$ cat config.mk
export PLATFORM = sky130hd
export DESIGN_NAME = versatile_interface_adapter
export DESIGN_NICKNAME = d
export VERILOG_FILES = /design/src/rtl/core/via_pkg.sv /design/src/rtl/core/versatile_interface_adapter.sv /design/src/rtl/core/via_core.sv
export VERILOG_INCLUDE_DIRS = /design/src /design/src/rtl/core
export SDC_FILE = /design/constraint.sdc
export NUM_CORES = 1
export LEC_CHECK = 0
export ABC_AREA = 1
export ABC_CLOCK_PERIOD_IN_PS = 2000
export BUFFER_PORTS_ARGS = -buffer_cell sky130_fd_sc_hd__buf_4
export CAP_MARGIN = 30
export CORE_ASPECT_RATIO = 1.75
export CORE_MARGIN = 4
export CORE_UTILIZATION = 53
export DETAILED_ROUTE_END_ITERATION = 12
export HOLD_SLACK_MARGIN = 0.12
export PLACE_DENSITY = 0.75
export SLEW_MARGIN = 10
export SYNTH_ARGS = -nofsm -noshare
export SYNTH_HDL_FRONTEND = slang
export SYNTH_SLANG_ARGS = --single-unit
$ cat constraint.sdc
create_clock -name clk -period 2 [get_ports clk]
set_input_delay 0.2 -clock clk [delete_from_list [all_inputs] [get_ports clk]]
set_output_delay 0.2 -clock clk [all_outputs]
set_load 0.02 [all_outputs]
$ cat src/rtl/core/versatile_interface_adapter_assert.svh
// Assertion macros used by the interface adapter top level.
// Depends on nothing; included by files that carry assertions.
`ifndef VERSATILE_INTERFACE_ADAPTER_ASSERT_SVH
`define VERSATILE_INTERFACE_ADAPTER_ASSERT_SVH

// Implication checked every edge outside reset.
`define VIA_ASSERT_IMP(lbl, ck, rn, ante, cons) \
	lbl: assert property (@(posedge ck) disable iff (!rn) (ante) |-> (cons)) \
		else $error("assertion failed");

// Next-cycle implication checked outside reset.
`define VIA_ASSERT_NXT(lbl, ck, rn, ante, cons) \
	lbl: assert property (@(posedge ck) disable iff (!rn) (ante) |=> (cons)) \
		else $error("assertion failed");

`endif

$ cat src/rtl/core/via_pkg.sv
// Package for the interface adapter: item kinds, register offsets, flag bits, item and result types.
// Depends on nothing.
package via_pkg;
	localparam logic [3:0] K_READ = 4'd0;
	localparam logic [3:0] K_WRITE = 4'd1;
	localparam logic [3:0] K_TICK = 4'd2;
	localparam logic [3:0] K_PA = 4'd3;
	localparam logic [3:0] K_PB = 4'd4;
	localparam logic [3:0] K_CA1 = 4'd5;
	localparam logic [3:0] K_CA2 = 4'd6;
	localparam logic [3:0] K_CB1 = 4'd7;
	localparam logic [3:0] K_CB2 = 4'd8;

	localparam logic [3:0] R_ORB = 4'd0;
	localparam logic [3:0] R_ORA = 4'd1;
	localparam logic [3:0] R_DDRB = 4'd2;
	localparam logic [3:0] R_DDRA = 4'd3;
	localparam logic [3:0] R_T1CL = 4'd4;
	localparam logic [3:0] R_T1CH = 4'd5;
	localparam logic [3:0] R_T1LL = 4'd6;
	localparam logic [3:0] R_T1LH = 4'd7;
	localparam logic [3:0] R_T2CL = 4'd8;
	localparam logic [3:0] R_T2CH = 4'd9;
	localparam logic [3:0] R_SR = 4'd10;
	localparam logic [3:0] R_ACR = 4'd11;
	localparam logic [3:0] R_PCR = 4'd12;
	localparam logic [3:0] R_IFR = 4'd13;
	localparam logic [3:0] R_IER = 4'd14;
	localparam logic [3:0] R_ORANH = 4'd15;

	localparam logic [6:0] F_CA2 = 7'h01;
	localparam logic [6:0] F_CA1 = 7'h02;
	localparam logic [6:0] F_CB2 = 7'h08;
	localparam logic [6:0] F_CB1 = 7'h10;
	localparam logic [6:0] F_T2 = 7'h20;
	localparam logic [6:0] F_T1 = 7'h40;

	typedef struct packed {
		logic [3:0] kind;
		logic [3:0] reg_offset;
		logic [7:0] value;
	} item_t;

	typedef struct packed {
		logic [7:0] read_data;
		logic irq;
		logic [7:0] port_a_out;
		logic [7:0] port_b_out;
		logic ca2_level;
		logic cb2_level;
	} result_t;
endpackage

$ cat src/rtl/core/versatile_interface_adapter.sv
// 6522-style interface adapter: one bus access, timer tick or pin update per
// transfer, each answered with one result transfer.
//
// Rate: an item is worked on in via_core between the input register and the
// result register; a new item is accepted every clock while the result side
// takes each result, for a sustained rate of one item per cycle. The result
// register frees as it drains, so a finished result waiting on out_stall
// still blocks only when a further one is ready.
// Depends on via_pkg, via_core and versatile_interface_adapter_assert.svh.
`include "versatile_interface_adapter_assert.svh"
module versatile_interface_adapter (
	input logic clk,
	input logic arst_n,
	input logic in_valid,
	output logic in_stall,
	input logic [3:0] kind,
	input logic [3:0] reg_offset,
	input logic [7:0] value,
	output logic out_valid,
	input logic out_stall,
	output logic [7:0] read_data,
	output logic irq,
	output logic [7:0] port_a_out,
	output logic [7:0] port_b_out,
	output logic ca2_level,
	output logic cb2_level
);
	import via_pkg::*;

	item_t item_s1;
	logic vld_s1, vld_s2, adv;
	result_t res, res_s2;

	// Stage 1 advances into stage 2 when stage 2 is empty or draining.
	assign adv = !vld_s2 || !out_stall;
	assign in_stall = vld_s1 && !adv;

	always_ff @(posedge clk or negedge arst_n) begin
		if (!arst_n) begin
			vld_s1 <= 1'b0;
			vld_s2 <= 1'b0;
		end else begin
			if (!in_stall) vld_s1 <= in_valid;
			if (adv) vld_s2 <= vld_s1;
		end
	end

	// Hold the input register while stage 1 is blocked.
	always_ff @(posedge clk) begin
		if (!in_stall) item_s1 <= '{kind: kind, reg_offset: reg_offset, value: value};
		if (adv && vld_s1) res_s2 <= res;
	end

	via_core u_core (
		.clk(clk),
		.arst_n(arst_n),
		.en(vld_s1 && adv),
		.item(item_s1),
		.res(res)
	);

	assign out_valid = vld_s2;
	assign read_data = res_s2.read_data;
	assign irq = res_s2.irq;
	assign port_a_out = res_s2.port_a_out;
	assign port_b_out = res_s2.port_b_out;
	assign ca2_level = res_s2.ca2_level;
	assign cb2_level = res_s2.cb2_level;

	`VIA_ASSERT_IMP(a_stall_only_full, clk, arst_n, in_stall, vld_s1 && vld_s2)
	`VIA_ASSERT_NXT(a_hold_result, clk, arst_n, out_valid && out_stall,
		out_valid && $stable(read_data))
	`VIA_ASSERT_NXT(a_fill, clk, arst_n, vld_s1 && adv, out_valid)
endmodule

$ cat src/rtl/core/via_core.sv
// Register file and item execution of the interface adapter.
// Depends on via_pkg; one item is executed per enable.
module via_core (
	input logic clk,
	input logic arst_n,
	input logic en,
	input via_pkg::item_t item,
	output via_pkg::result_t res
);
	import via_pkg::*;

	logic [7:0] dir_a_q, dir_b_q, ora_q, orb_q, pins_a_q, pins_b_q;
	logic [3:0] cin_q;
	logic [1:0] cout_q;
	logic [15:0] t1l_q, t1c_q, t2c_q;
	logic t1r_q, t2r_q;
	logic [7:0] t2ll_q, sr_q, pcr_q, acr_q, ifr_q;
	logic [6:0] ier_q;

	logic [7:0] dir_a_d, dir_b_d, ora_d, orb_d, pins_a_d, pins_b_d;
	logic [3:0] cin_d;
	logic [1:0] cout_d;
	logic [15:0] t1l_d, t1c_d, t2c_d;
	logic t1r_d, t2r_d;
	logic [7:0] t2ll_d, sr_d, pcr_d, acr_d, rd;
	logic [6:0] ier_d, fl, setf, clrf;
	logic anyf, lvl, oldl;

	always_comb begin
		dir_a_d = dir_a_q; dir_b_d = dir_b_q; ora_d = ora_q; orb_d = orb_q;
		pins_a_d = pins_a_q; pins_b_d = pins_b_q; cin_d = cin_q; cout_d = cout_q;
		t1l_d = t1l_q; t1c_d = t1c_q; t2c_d = t2c_q; t1r_d = t1r_q; t2r_d = t2r_q;
		t2ll_d = t2ll_q; sr_d = sr_q; pcr_d = pcr_q; acr_d = acr_q; ier_d = ier_q;
		fl = ifr_q[6:0];
		anyf = ifr_q[7];
		setf = '0; clrf = '0;
		rd = '0;
		lvl = item.value[0];
		oldl = 1'b0;
		unique case (item.kind)
			K_READ: begin
				unique case (item.reg_offset)
					R_ORB: begin
						clrf = F_CB1 | (((pcr_q & 8'ha0) == 8'h20) ? 7'h0 : F_CB2);
						rd = (orb_q & (acr_q[7] ? (dir_b_q | 8'h80) : dir_b_q))
							| (pins_b_q & ~(acr_q[7] ? (dir_b_q | 8'h80) : dir_b_q));
					end
					R_ORA: begin
						rd = dir_a_q | (pins_a_q & ~dir_a_q);
						clrf = F_CA1 | (((pcr_q & 8'h0a) == 8'h02) ? 7'h0 : F_CA2);
						if ((pcr_q & 8'h0c) == 8'h08) cout_d[0] = 1'b0;
					end
					R_DDRB: rd = dir_b_q;
					R_DDRA: rd = dir_a_q;
					R_T1CL: begin clrf = F_T1; rd = t1c_q[7:0]; end
					R_T1CH: rd = t1c_q[15:8];
					R_T1LL: rd = t1l_q[7:0];
					R_T1LH: rd = t1l_q[15:8];
					R_T2CL: begin clrf = F_T2; rd = t2c_q[7:0]; end
					R_T2CH: rd = t2c_q[15:8];
					R_SR: rd = sr_q;
					R_ACR: rd = acr_q;
					R_PCR: rd = pcr_q;
					R_IFR: rd = ifr_q;
					R_IER: rd = {1'b1, ier_q};
					R_ORANH: rd = dir_a_q | (pins_a_q & ~dir_a_q);
					default: rd = '0;
				endcase
			end
			K_WRITE: begin
				unique case (item.reg_offset)
					R_ORB: begin
						orb_d = acr_q[7] ? {orb_q[7], item.value[6:0]} : item.value;
						clrf = F_CB1 | (((pcr_q & 8'ha0) == 8'h20) ? 7'h0 : F_CB2);
						if ((pcr_q & 8'hc0) == 8'h80) cout_d[1] = 1'b0;
					end
					R_ORA: begin
						ora_d = item.value;
						clrf = F_CA1 | (((pcr_q & 8'h0a) == 8'h02) ? 7'h0 : F_CA2);
						if ((pcr_q & 8'h0e) == 8'h0a) cout_d[0] = 1'b1;
						else if ((pcr_q & 8'h0c) == 8'h08) cout_d[0] = 1'b0;
					end
					R_DDRB: dir_b_d = item.value;
					R_DDRA: dir_a_d = item.value;
					R_T1CL, R_T1LL: t1l_d[7:0] = item.value;
					R_T1LH: begin t1l_d[15:8] = item.value; clrf = F_T1; end
					R_T1CH: begin
						t1l_d[15:8] = item.value;
						t1c_d = {item.value, t1l_q[7:0]};
						clrf = F_T1;
						if (acr_q[7]) orb_d[7] = 1'b0;
						t1r_d = 1'b1;
					end
					R_T2CL: t2ll_d = item.value;
					R_T2CH: begin
						t2c_d = {item.value, t2ll_q};
						clrf = F_T2;
						if (acr_q[5]) t2r_d = 1'b0;
						else if ({item.value, t2ll_q} != 16'h0) t2r_d = 1'b1;
						else begin t2r_d = 1'b0; t2c_d = 16'hffff; end
					end
					R_SR: sr_d = item.value;
					R_ACR: begin
						acr_d = item.value;
						if (item.value[7]) orb_d[7] = ~t1r_q;
						if (item.value[6]) t1r_d = 1'b1;
					end
					R_PCR: begin
						pcr_d = item.value;
						if (item.value[3:2] == 2'b11) cout_d[0] = item.value[1];
						if (item.value[7:6] == 2'b11) cout_d[1] = item.value[5];
					end
					R_IFR: clrf = item.value[7] ? 7'h7f : item.value[6:0];
					R_IER: ier_d = item.value[7] ? (ier_q | item.value[6:0])
						: (ier_q & ~item.value[6:0]);
					R_ORANH: ora_d = item.value;
					default: ora_d = ora_q;
				endcase
			end
			K_TICK: begin
				if (t1r_q && t1c_q <= 16'd1) begin
					if (acr_q[6]) begin
						if (acr_q[7]) orb_d[7] = ~orb_q[7];
						t1c_d = t1l_q;
					end else begin
						if (acr_q[7]) orb_d[7] = 1'b1;
						t1r_d = 1'b0;
						t1c_d = 16'hffff;
					end
					setf = setf | F_T1;
				end else begin
					t1c_d = t1c_q - 16'd1;
				end
				if (!acr_q[5]) begin
					if (t2r_q && t2c_q <= 16'd1) begin
						t2r_d = 1'b0;
						t2c_d = 16'hffff;
						setf = setf | F_T2;
					end else begin
						t2c_d = t2c_q - 16'd1;
					end
				end
			end
			K_PA: pins_a_d = item.value;
			K_PB: begin
				pins_b_d = item.value;
				if (acr_q[5] && t2c_q != 16'h0 && pins_b_q[6] && !item.value[6]) begin
					t2c_d = t2c_q - 16'd1;
					if (t2c_q == 16'd1) setf = F_T2;
				end
			end
			K_CA1, K_CB1: begin
				oldl = (item.kind == K_CA1) ? cin_q[0] : cin_q[2];
				if (lvl != oldl) begin
					if (item.kind == K_CA1) begin
						cin_d[0] = lvl;
						if (lvl == pcr_q[0]) begin
							setf = F_CA1;
							if ((pcr_q & 8'h0c) == 8'h08) cout_d[0] = 1'b1;
						end
					end else begin
						cin_d[2] = lvl;
						if (lvl == pcr_q[4]) begin
							setf = F_CB1;
							if ((pcr_q & 8'hc0) == 8'h80) cout_d[1] = 1'b1;
						end
					end
				end
			end
			K_CA2: begin
				if (!pcr_q[3] && lvl != cin_q[1]) begin
					cin_d[1] = lvl;
					if (lvl == pcr_q[2]) setf = F_CA2;
				end
			end
			K_CB2: begin
				if (!pcr_q[7] && lvl != cin_q[3]) begin
					cin_d[3] = lvl;
					if (lvl == pcr_q[6]) setf = F_CB2;
				end
			end
			default: rd = '0;
		endcase
		// Apply flag clears/sets, then refresh the summary bit.
		if (clrf != 7'h0 || (item.kind == K_WRITE && item.reg_offset == R_IFR)) begin
			fl = fl & ~clrf;
			anyf = |(fl & ier_q);
		end
		if (setf != 7'h0) begin
			fl = fl | setf;
			anyf = anyf | (|(fl & ier_q));
		end
		if (item.kind == K_WRITE && item.reg_offset == R_IER) anyf = |(fl & ier_d);
	end

	always_ff @(posedge clk or negedge arst_n) begin
		if (!arst_n) begin
			dir_a_q <= '0; dir_b_q <= '0; ora_q <= '0; orb_q <= '0;
			pins_a_q <= '0; pins_b_q <= '0; cin_q <= '0; cout_q <= '0;
			t1l_q <= '0; t1c_q <= '0; t2c_q <= '0; t1r_q <= 1'b0; t2r_q <= 1'b0;
			t2ll_q <= '0; sr_q <= '0; pcr_q <= '0; acr_q <= '0; ier_q <= '0;
			ifr_q <= '0;
		end else if (en) begin
			dir_a_q <= dir_a_d; dir_b_q <= dir_b_d; ora_q <= ora_d; orb_q <= orb_d;
			pins_a_q <= pins_a_d; pins_b_q <= pins_b_d; cin_q <= cin_d; cout_q <= cout_d;
			t1l_q <= t1l_d; t1c_q <= t1c_d; t2c_q <= t2c_d; t1r_q <= t1r_d; t2r_q <= t2r_d;
			t2ll_q <= t2ll_d; sr_q <= sr_d; pcr_q <= pcr_d; acr_q <= acr_d; ier_q <= ier_d;
			ifr_q <= {anyf, fl};
		end
	end

	always_comb begin
		res.read_data = rd;
		res.irq = anyf;
		res.port_a_out = (ora_d & dir_a_d) | ~dir_a_d;
		res.port_b_out = (orb_d & dir_b_d) | ~dir_b_d;
		res.ca2_level = cout_d[0];
		res.cb2_level = cout_d[1];
	end
endmodule

### Word-level counts from Yosys, hierarchy flattened

Cells that the tools add are included.

| storage, ports and cells | value |
|---|---|
| memories kept | 0 |
| output and inout port bits | 29 |
| word-level logic and storage cells | 248 |
| bits in writable memories | 0 |
| bits in latches | 0 |
| ROM bits | 0 |
| bits in registers | 196 |
| input port bits | 20 |

| operators by class | value |
|---|---|
| bitwise logic cells | 26 |
| multipliers | 0 |
| shift-type cells | 0 |
| eq/ne operators | 47 |
| order comparisons | 2 |
| muxes and demuxes | 87 |
| reduce and logical (&&, ||, !) cells | 50 |
| add/subtract/negate cells | 2 |
| div/mod/pow operators | 0 |

Operator list:

| operator | number |
|---|---|
| two-way mux 16 bit | 9 |
| one-hot mux 8 bit (15 select lines) | 1 |
| two-way mux 7 bit | 14 |
| one-hot mux 7 bit (5 select lines) | 2 |
| two-way mux 8 bit | 8 |
| one-hot mux 16 bit (3 select lines) | 1 |
| AND 8 bit | 5 |
| equality test 4 bit (second input constant) | 9 |
| AND 7 bit | 5 |
| equality test 4 x 3 -> 1 bit (second input constant) | 8 |
| less-or-equal comparator 16 x 1 -> 1 bit (second input constant) | 2 |
| two-way mux 1 bit | 32 |
| NOT 8 bit | 4 |
| bitwise OR 8 bit | 4 |
| one-hot mux 16 bit (2 select lines) | 1 |
| nonzero test 16 bit | 2 |
| subtractor 16 x 1 -> 16 bit (second input constant) | 2 |
| one-hot mux 7 bit (4 select lines) | 1 |
| AND reduction 3 bit | 9 |
| OR reduction 7 bit | 3 |
| two-way mux 6 bit | 3 |
| equality test 16 x 1 -> 1 bit (second input constant) | 1 |
| equality test 4 x 2 -> 1 bit (second input constant) | 4 |
| NOT 7 bit | 2 |
| other kinds (30) | 82 |

### Logic depth before layout (Yosys ltp)

Gate-level depths: netlist of run 1.

| logic depth | value |
|---|---|
| depth in word-level cells | 13 |
| depth in mapped cells | 15 |
| depth with buffers taken out | 15 |

### Cells and area by module

From an unflattened synthesis of run 1, not the netlist that was laid out.

| second synthesis, totals | value |
|---|---|
| cells, all modules | 1318 |
| area total of the unflattened synthesis | 10476.3 um2 |

By module, submodules not included:

| module | seq. area each (um2) | cells each | area each (um2) | times used |
|---|---|---|---|---|
| via_core | 3778.6 | 1265 | 9097.5 | 1 |
| versatile_interface_adapter | 1341.3 | 53 | 1378.8 | 1 |

### Worst setup path after synthesis of run 1

No wires, ideal clock.

| path | value |
|---|---|
| kind | register to register |
| start | register vld_s2 (netlist: out_valid) |
| end | register res_s2 (netlist bit ca2_level), enable pin |
| arrival | 1.962 ns |
| path slack | -0.362 ns |
| setup time | 0.400 ns |
| required time | 1.600 ns |
| cell stages (with the launch flop) | 6 |
| path buffers | 2 |
| period minus slack after synthesis | 2.362 ns |
| cells stage by stage | dfrtp_1 -> nand2_1 -> inv_1 -> nor2_2 -> clkbuf_1 -> clkbuf_1 |

| between the ends | value |
|---|---|
| cells in the longest elaborated chain, start to end | 3 |

Ends and longest elaborated chain:

| what | line | RTL |
|---|---|---|
| start: declaration | versatile_interface_adapter.sv:31 | `logic vld_s1, vld_s2, adv;` |
| start signal: assignment | versatile_interface_adapter.sv:44 | `if (adv) vld_s2 <= vld_s1;` |
| zero test 1 bit | versatile_interface_adapter.sv:35 | `assign adv = !vld_s2 \|\| !out_stall;` |
| logical OR 1 bit | versatile_interface_adapter.sv:35 |  |
| logical AND 1 bit | -- |  |
| named net u_core.en | via_core.sv:6 | `input logic en,` |
| end signal: assignment | versatile_interface_adapter.sv:51 | `if (adv && vld_s1) res_s2 <= res;` |
| end: declaration | versatile_interface_adapter.sv:32 | `result_t res, res_s2;` |

The timed path passes the listed nets, and every way through them passes these cells.
A chain may end at the register's enable or synchronous reset.

### Worst setup path in the final report of run 1

| path | value |
|---|---|
| start | register item_s1[11] in the netlist's numbering |
| end | register res_s2 (netlist bit read_data[2]), data pin |

| between the ends | value |
|---|---|
| cells in the longest elaborated chain, start to end | 3 |
| elaborated cells between the ends (all ways) | 18 |
| classes of those cells | eq/ne (15); mux (1); reduce/logical (2) |

Ends and longest elaborated chain:

| what | line | RTL |
|---|---|---|
| start: declaration | versatile_interface_adapter.sv:30 | `item_t item_s1;` |
| start signal: assignment | versatile_interface_adapter.sv:50 | `if (!in_stall) item_s1 <= '{kind: kind, reg_offset: reg_offset, value: value};` |
| equality test 4 bit or equality test 4 x 1 -> 1 bit (tied branches) | via_core.sv:42 | `unique case (item.reg_offset)` |
| OR reduction 2 bit (no source line) | -- |  |
| one-hot mux 8 bit (15 select lines) * | via_core.sv:42 |  |

Every way passes the cells marked *; elsewhere a longest branch is shown, timed or not.

==> summary.txt, run 1 <==
Floorplan
  – Die area: around 22000 um2
  – Row cnt: just under 70
  – DIE WIDTH: between 100 and 150 um
  – Core area: a little under 20000 um2
  – # IOs: 49
  – Die Y: slightly below 200 um
  – Initial Util: 0.535

Pwr
  – Net Sw Frac: 0.356
  – Power density over the cells: 884 nW/um2
  – VDD IR max: 0.000805 V
  – Combinational Power Share: 0.306
  – Net load switching power: ~4.5 mW
  – Clock power frac: 0.258
  – Sequential group share of total power: 0.436
  – Internal power: a little over 8 mW
  – Power Total: ~13 mW
  – Lkg Pwr: ~6.3 nW

Synthesis
  – Mapped Nets: 1336
  – Avg Inst Size Synth: 8.03 um2
  – Most common flop cell mapped by yosys: dfrtp_1
  – Async S/R FF share, synth: 0.781
  – Seq cells post-synth: approximately 200
  – Sequential share of the synthesized area: 0.487
  – Syn. warnings: 0
  – Syn Std Cell Area: 10500 um2
  – Yosys cell types: 53
  – Post-synth EDFFs: 43
  – Synth Instances: around 1300

Setup path
  – CP max stage cell: edfxtp_1
  – WP data required: ~2.2 ns
  – Worst Path Arrival: 2.32 ns
  – Cells along the critical path: nor2_4 -> buf_4 -> nand2_2 -> o21ai_4 -> o21ai_4 -> o21ai_2 -> nor4_4 -> o2111ai_2 -> nor2_1 -> nor2_1
  – Setup crit start kind: flop
  – WS Path Type: flop to flop
  – Highest fanout seen on the critical path: 7
  – Critical Path Sink Type: flop
  – CP peak stage delay: about 0.47 ns

Routing
  – Antenna Nets Post-Route: 0
  – DR pass1 iterations: 7
  – DR vias: between 10000 and 15000
  – Drt drc: 0
  – DR WL/cell: roughly 21 um
  – DR iter-0 viols: between 1000 and 1500
  – Final WL: 38400 um
  – Vias per Instance: between 5 and 6

Global route
  – Initial antenna violation count: 0
  – First-pass GRT wire length: 59000 um
  – Vias in the first global route: roughly 11000
  – Pin count of the biggest net entering global routing: ~100
  – GR Util All Layers: 0.347
  – Gr ovfl total: 0

Finish
  – Area of the multi-input gates: 5190 um2
  – Layout cells sized above 1: 0.285
  – Reg area: about 5100 um2
  – Layout area overhead: 34.6%
  – FILL cells: roughly 1500
  – Final #Nets: between 1500 and 2000
  – Ant diodes: 0

STA
  – Max-slew violations: 0
  – Clock skew: around 0.011 ns
  – Final setup fails: 10
  – Final worst slack: -0.127 ns
  – Tcrit/Tclk final: 1.06
  – Fin Hold WS: between 0.2 and 0.25 ns
  – TNS Setup: -0.414 ns
  – Minimum clock period: between 2 and 2.5 ns
  – Worst slew margin: 0.593
  – Worst-Margin Slew: between 0.6 and 0.7 ns
  – F_max: around 0.47 GHz
  – Unrepaired setup endpoints after global routing: true
  – Final Hold Fails: 0

CTS
  – Worst-skew pair later-pin latency: roughly 0.45 ns
  – CTS tree: built
  – CTS Sinks: approximately 200
  – Clk root buf: clkbuf_16
  – Clock Tree Buf Depth: 2
  – Clock transition at path regs: approximately 0.08 ns
  – Num CTS Buffers: 17
  – CTS H-tree lvls: 4

Run
  – Max-cap violations: 0

Placed design
  – PortBufs: 48
  – Final weighted congestion in routability-driven placement: a little under 1
  – Hpwl dp: roughly 28000 um

Outcome
  – Status: finished, violations left
  – Failing checks: setup timing

Worst hold path
  – Worst hold path type: primary input to async pin
[flip-flops by register name, indices dropped and copies added, names as in the netlist, 16 cells and up]
register and cells:
u_core.t1c_q 16, u_core.t2c_q 16, u_core.t1l_q 16, item_s1 16
[final timing paths]
path	from	to	slack, ns	depth (start not counted)
worst max-delay path	item_s1[11]	read_data[2]	-0.13	10
worst min-delay path	arst_n	u_core.t1c_q[5]	0.24	2
worst max register to register	item_s1[11]	read_data[2]	-0.13	10
worst min register to register	u_core.pins_a_q[3]	u_core.pins_a_q[3]	0.49	2
max in group asynchronous	arst_n	u_core.pcr_q[7]	1.12	3
min in group clk	out_stall	vld_s1	0.25	4
[placed cells by master (no fill, tap or decap), types with 10 or more instances in the layout]
cell / Yosys / layout
o22ai_1: 21 / 20
a21oi_2: 2 / 13
buf_4: 1 / 256
o21ai_0: 182 / 157
nand3_1: 59 / 50
o211ai_1: 15 / 15
nor2_1: 90 / 76
a21oi_1: 41 / 29
edfxtp_1: 43 / 43
nand2_2: 11 / 22
clkbuf_16: 0 / 18
dfrtp_1: 153 / 153
nand4_1: 15 / 15
nor2_4: 9 / 24
dlygate4sd3_1: 0 / 19
nand3_2: 2 / 11
inv_2: 11 / 20
buf_6: 3 / 12
inv_1: 125 / 112
nand2_1: 342 / 325
xor2_1: 11 / 11
o21ai_1: 6 / 24
nor3_1: 14 / 10
a31oi_1: 11 / 11
a22oi_1: 15 / 14
[worst max-delay path: cells and delay by family, from the launching register on]
kind | cells | cell delay (ns)
and+or+nand+nor | 5 | 0.78
AOI/OAI and AO/OA | 4 | 0.50
DFF | 1 | 0.47
buffers and inverters | 1 | 0.14
[per-stage QoR]
step           std cells  area, um2  worst slack [ns]   util
5_1_grt             1839      14200            -0.241  0.720
6_report            1839      14200            -0.127  0.720
4_1_cts             1819      13700           -0.0433  0.696
3_5_place_dp        1763      12600            -0.486  0.643
2_1_floorplan       1310      10500            0.0486      -
3_3_place_gp        1763      12600            -0.448  0.643
[cells in the mapped netlist, types with 2 or more instances]
cell type,count,area (um2)
buf_6,3,33.8
xor2_1,11,96.3
a22oi_1,15,113
a221oi_1,5,43.8
a32oi_1,6,52.6
nand2_1,342,1280
nor2_4,9,101
ha_1,6,75.1
o31ai_1,2,15.0
nand4_1,15,93.8
a31oi_1,11,68.8
a21oi_1,41,205
nor3_1,14,70.1
o211ai_1,15,113
edfxtp_1,43,1290
buf_2,10,50.1
o21ai_0,182,911
clkinv_1,3,11.3
o2111ai_1,12,105
nor4_1,8,50.1
dfrtp_1,153,3830
a2111oi_0,3,26.3
nand2_2,11,68.8
o21a_1,2,15.0
nor2_2,9,56.3
o221ai_1,7,61.3
buf_1,4,15.0
inv_1,125,469
nor2_1,90,338
clkbuf_1,28,105
nand2_4,3,33.8
o22ai_1,21,131
a22o_1,3,26.3
o21ai_1,6,30.0
inv_2,11,41.3
nand3_2,2,20.0
a41oi_1,2,17.5
xnor2_1,3,26.3
nand3_1,59,295
a21oi_2,2,17.5
[power groups by stage]
stage,combinational [mW],sequential [mW],clock (mW)
final,3.83,5.45,3.23
after global routing,4.20,5.51,3.41
after CTS,3.59,5.41,3.25
after detailed placement,3.41,5.47,0
after global placement,3.34,5.45,0
after floorplan,1.77,5.40,0
[layout make-up]
type | count | area share
multi-input cells | 928 | 0.367
flip-flops and latches | 196 | 0.362
repair buffers | 298 | 0.174
inverters | 140 | 0.0385
clock buffers | 20 | 0.0308
well taps | 245 | 0.0217
clock inverters | 12 | 0.00672
[timing repair]
| item | 4_1_cts | 5_1_grt |
|---|---|---|
| setup endpoints to repair | 44 | 109 |
| pin swaps | 16 | 24 |
| hold endpoints to repair | 171 | 0 |
| cloned | 0 | 1 |
| hold buffers | 19 | 0 |
| resized for setup | 76 | 98 |
| buffers inserted | 6 | 19 |
[cell families after synthesis]
| group | count (synthesis) | synth area share |
|---|---|---|
| buffers and inverters | 186 | 0.0702 |
| AO/OA/AOI/OAI | 344 | 0.194 |
| adder cells (fa/ha/maj) | 6 | 0.00713 |
| flip-flops | 196 | 0.487 |
| XOR/XNOR | 14 | 0.0117 |
| AND/OR/NAND/NOR | 564 | 0.230 |
[per-layer routing]
layer	GRT usage	wire length [um]	vias up
li1	-	-	5013
met3	0.0548	2420	165
met2	0.587	19400	533
met4	0.221	3080	0
met1	0.402	13500	5138
met5	0	0	-
No activity file was read; power rests on OpenSTA's default activity.
==> run 2, diff against run 1 <==
Settings changed: ABC_AREA 1 to unset.
==> run 2 against run 1 <==
Against the previous run: the run still ends with setup timing left; global-route usage grew 1.8 points; wire length grew 8.5%; utilization is 3.3 points higher; highest routed layer unchanged; first-iteration DRC count decreased by 7.4%; clock skew increased by 0.011 ns.
==> summary.txt, run 2 <==
Outcome
  – Status: finished, violations left
  – Failing checks: setup timing

Synthesis
  – Yosys cell types: 94
  – Synth area leader: dfrtp_1
  – Synth Instances: 1048
  – Mapped Nets: between 1000 and 1500
  – Synth top cells by count: 153 x dfrtp_1, 113 x mux2_2, 83 x nand2_1, 76 x nor2_1, 62 x a21oi_1
  – Syn Std Cell Area: ~11000 um2
  – Syn. warnings: 0
  – Avg Inst Size Synth: 10.4 um2
  – Sequential share of the synthesized area: 0.471
  – Async S/R FF share, synth: 0.781
  – Most common flop cell mapped by yosys: dfrtp_1
  – Most frequent cell after synthesis: dfrtp_1
  – Post-synth EDFFs: 43
  – Seq cells post-synth: slightly below 200
  – Yosys top cell area share: 0.352
  – Synth top area cells: dfrtp_1 35%, edfxtp_1 12%, mux2_2 12%, mux2i_1 3.9%, nand2_1 2.9%

Floorplan
  – Die area: ~23000 um2
  – Row cnt: 69
  – DIE WIDTH: roughly 120 um
  – Core area: 20300 um2
  – # IOs: a little under 50
  – Die Y: roughly 200 um
  – Initial Util: 0.536

Placed design
  – Hpwl dp: 29600 um
  – PortBufs: 48
  – DP Cell Count: about 1500
  – Dpl ws: -0.889 ns
  – Final weighted congestion in routability-driven placement: between 1 and 1.5

Finish
  – Final #Nets: 1374
  – Post-route non-filler standard cell count: between 1500 and 2000
  – FILL cells: about 1400
  – Commonest non-fill, non-tap cell in the layout: buf_4
  – Most frequent cells in the layout: 267 x buf_4, 153 x dfrtp_1, 104 x mux2_2, 75 x nand2_1, 67 x nor2_1
  – Layout area overhead: 40.6%
  – Layout cells sized above 1: 0.448
  – Ant diodes: 0

CTS
  – CTS Sinks: slightly below 200
  – Worst-skew pair later-pin latency: about 0.46 ns
  – CTS tree: built
  – Clock transition at path regs: roughly 0.07 ns
  – Clk root buf: clkbuf_16
  – CTS H-tree lvls: 4
  – Clock Tree Buf Depth: 2
  – Num CTS Buffers: 17

Worst hold path
  – Worst hold path type: primary input to async pin

Global route
  – Vias in the first global route: between 10000 and 15000
  – Initial antenna violation count: 0
  – Gr ovfl total: 0
  – Pin count of the biggest net entering global routing: 46
  – First-pass GRT wire length: slightly above 60000 um
  – GR Util All Layers: 0.366

Routing
  – DR WL/cell: ~26 um
  – Routed length on met2: roughly 21000 um
  – DR iter-0 viols: ~1100
  – Met3 routed WL: between 2000 and 3000 um
  – Antenna Nets Post-Route: 0
  – DR top layer: met4
  – Vias per Instance: 6.45
  – DR vias: around 10000
  – Met1 WL: between 10000 and 15000 um
  – DR pass1 iterations: 7
  – Drt drc: 0
  – Final WL: 41600 um

Setup path
  – Highest fanout seen on the critical path: 10
  – WS Path Type: flop to flop
  – Setup crit start kind: flop
  – Worst Path Arrival: approximately 2.8 ns
  – WP data required: between 2 and 2.5 ns
  – Critical Path Sink Type: flop

STA
  – Tcrit/Tclk final: 1.24
  – Final setup fails: about 150
  – Worst-Margin Slew: between 0.4 and 0.5 ns
  – F_max: approximately 0.4 GHz
  – Clock skew: between 0.02 and 0.025 ns
  – Worst slew margin: 0.674
  – Final worst slack: -0.490 ns
  – Minimum clock period: around 2.5 ns
  – Final Hold Fails: 0
  – Unrepaired setup endpoints after global routing: true
  – Max-slew violations: 0

Pwr
  – VDD IR max: around 0.00078 V
  – Lkg Pwr: ~6.6 nW
  – Power density over the cells: roughly 860 nW/um2

Run
  – Max-cap violations: 0
-- run 2: changes by cell type after synthesis, sizes merged, moves of 19 or more --
cell / change
mux2i: +43
o21ai: -128
clkbuf: +21
a21oi: +19
mux2: +114
nand2: -272
nor2: -30
inv: -118
nand3: -32
-- run 2: worst max-delay path, stage by stage, from the launching register on --
cell and delay (ns):
edfxtp_1 0.40, buf_6 0.16, or4_4 0.59, o21ai_0 0.20
a21o_2 0.15, nand2_2 0.06, a211o_1 0.28, o21ai_2 0.18
a31oi_4 0.10, mux2_4 0.26
-- run 2: cells by family (layout without fill, tap and decap cells) --
logic type	Yosys count	count (layout)	share of synthesized area
muxes	158	158	0.160
and+or+nand+nor	333	334	0.163
buffers and inverters	89	401	0.0361
xor gates and xnor gates	15	15	0.0121
DFF	196	196	0.471
adders and majority gates	6	6	0.00691
AOI/OAI and AO/OA	251	251	0.151
-- run 2: area by class of cell --
cell class | count | area [um2] | area share
clock buffers | 17 | 425 | 0.0278
clock inverters | 15 | 165 | 0.0108
inverters | 18 | 67.6 | 0.00442
multi-input cells | 764 | 6110 | 0.400
flip-flops and latches | 196 | 5120 | 0.335
well taps | 248 | 310 | 0.0203
repair buffers | 351 | 3090 | 0.202
-- run 2: power by group --
group | leakage (nW) | switching, mW | total, mW | internal (mW)
registers | 2.39 | 0.546 | 5.28 | 4.73
clock network | 0.276 | 1.73 | 3.50 | 1.78
logic | 3.95 | 2.32 | 4.31 | 2.00
total | 6.62 | 4.59 | 13.1 | 8.50
-- run 2: timing repair --
action / in CTS / in global routing
hold buffers: 19 / 0
setup endpoints to repair: 160 / 163
buffers inserted: 24 / 23
pin swaps: 29 / 28
gates cloned: 3 / 2
gates resized for setup: 126 / 84
endpoints found under the hold margin: 171 / 0
-- run 2: final timing paths --
path | from | end | slack, ns | cells after the start
hold / removal | arst_n | u_core.ora_q[3] | 0.26 | 2
max in group asynchronous | arst_n | u_core.t2c_q[11] | 1.11 | 3
min in group clk | value[6] | item_s1[6] | 0.46 | 2
setup / recovery | item_s1[12] | u_core.ifr_q[7] | -0.49 | 9
hold reg to reg | u_core.cout_q[1] | u_core.cout_q[1] | 0.49 | 2
setup reg to reg | item_s1[12] | u_core.ifr_q[7] | -0.49 | 9
-- run 2: through the flow --
stage          area, um2   util  setup TNS, ns  total power [mW]  hold slack [ns]
3_3_place_gp       13300  0.654         -32.26              9.01            0.155
3_5_place_dp       13300  0.654         -37.21              9.09            0.157
4_1_cts            14800  0.727         -25.64              12.8            0.247
5_1_grt            15300  0.754         -37.02              13.6            0.285
2_1_floorplan      11000      -          -9.94              7.11          -0.0956
6_report           15300  0.754         -26.85              13.1            0.261
-- run 2: per-layer routing --
layer	global-route usage	up-vias
met1	0.408	5093
met2	0.605	551
met4	0.286	0
met5	0	-
met3	0.0622	212
li1	-	4529
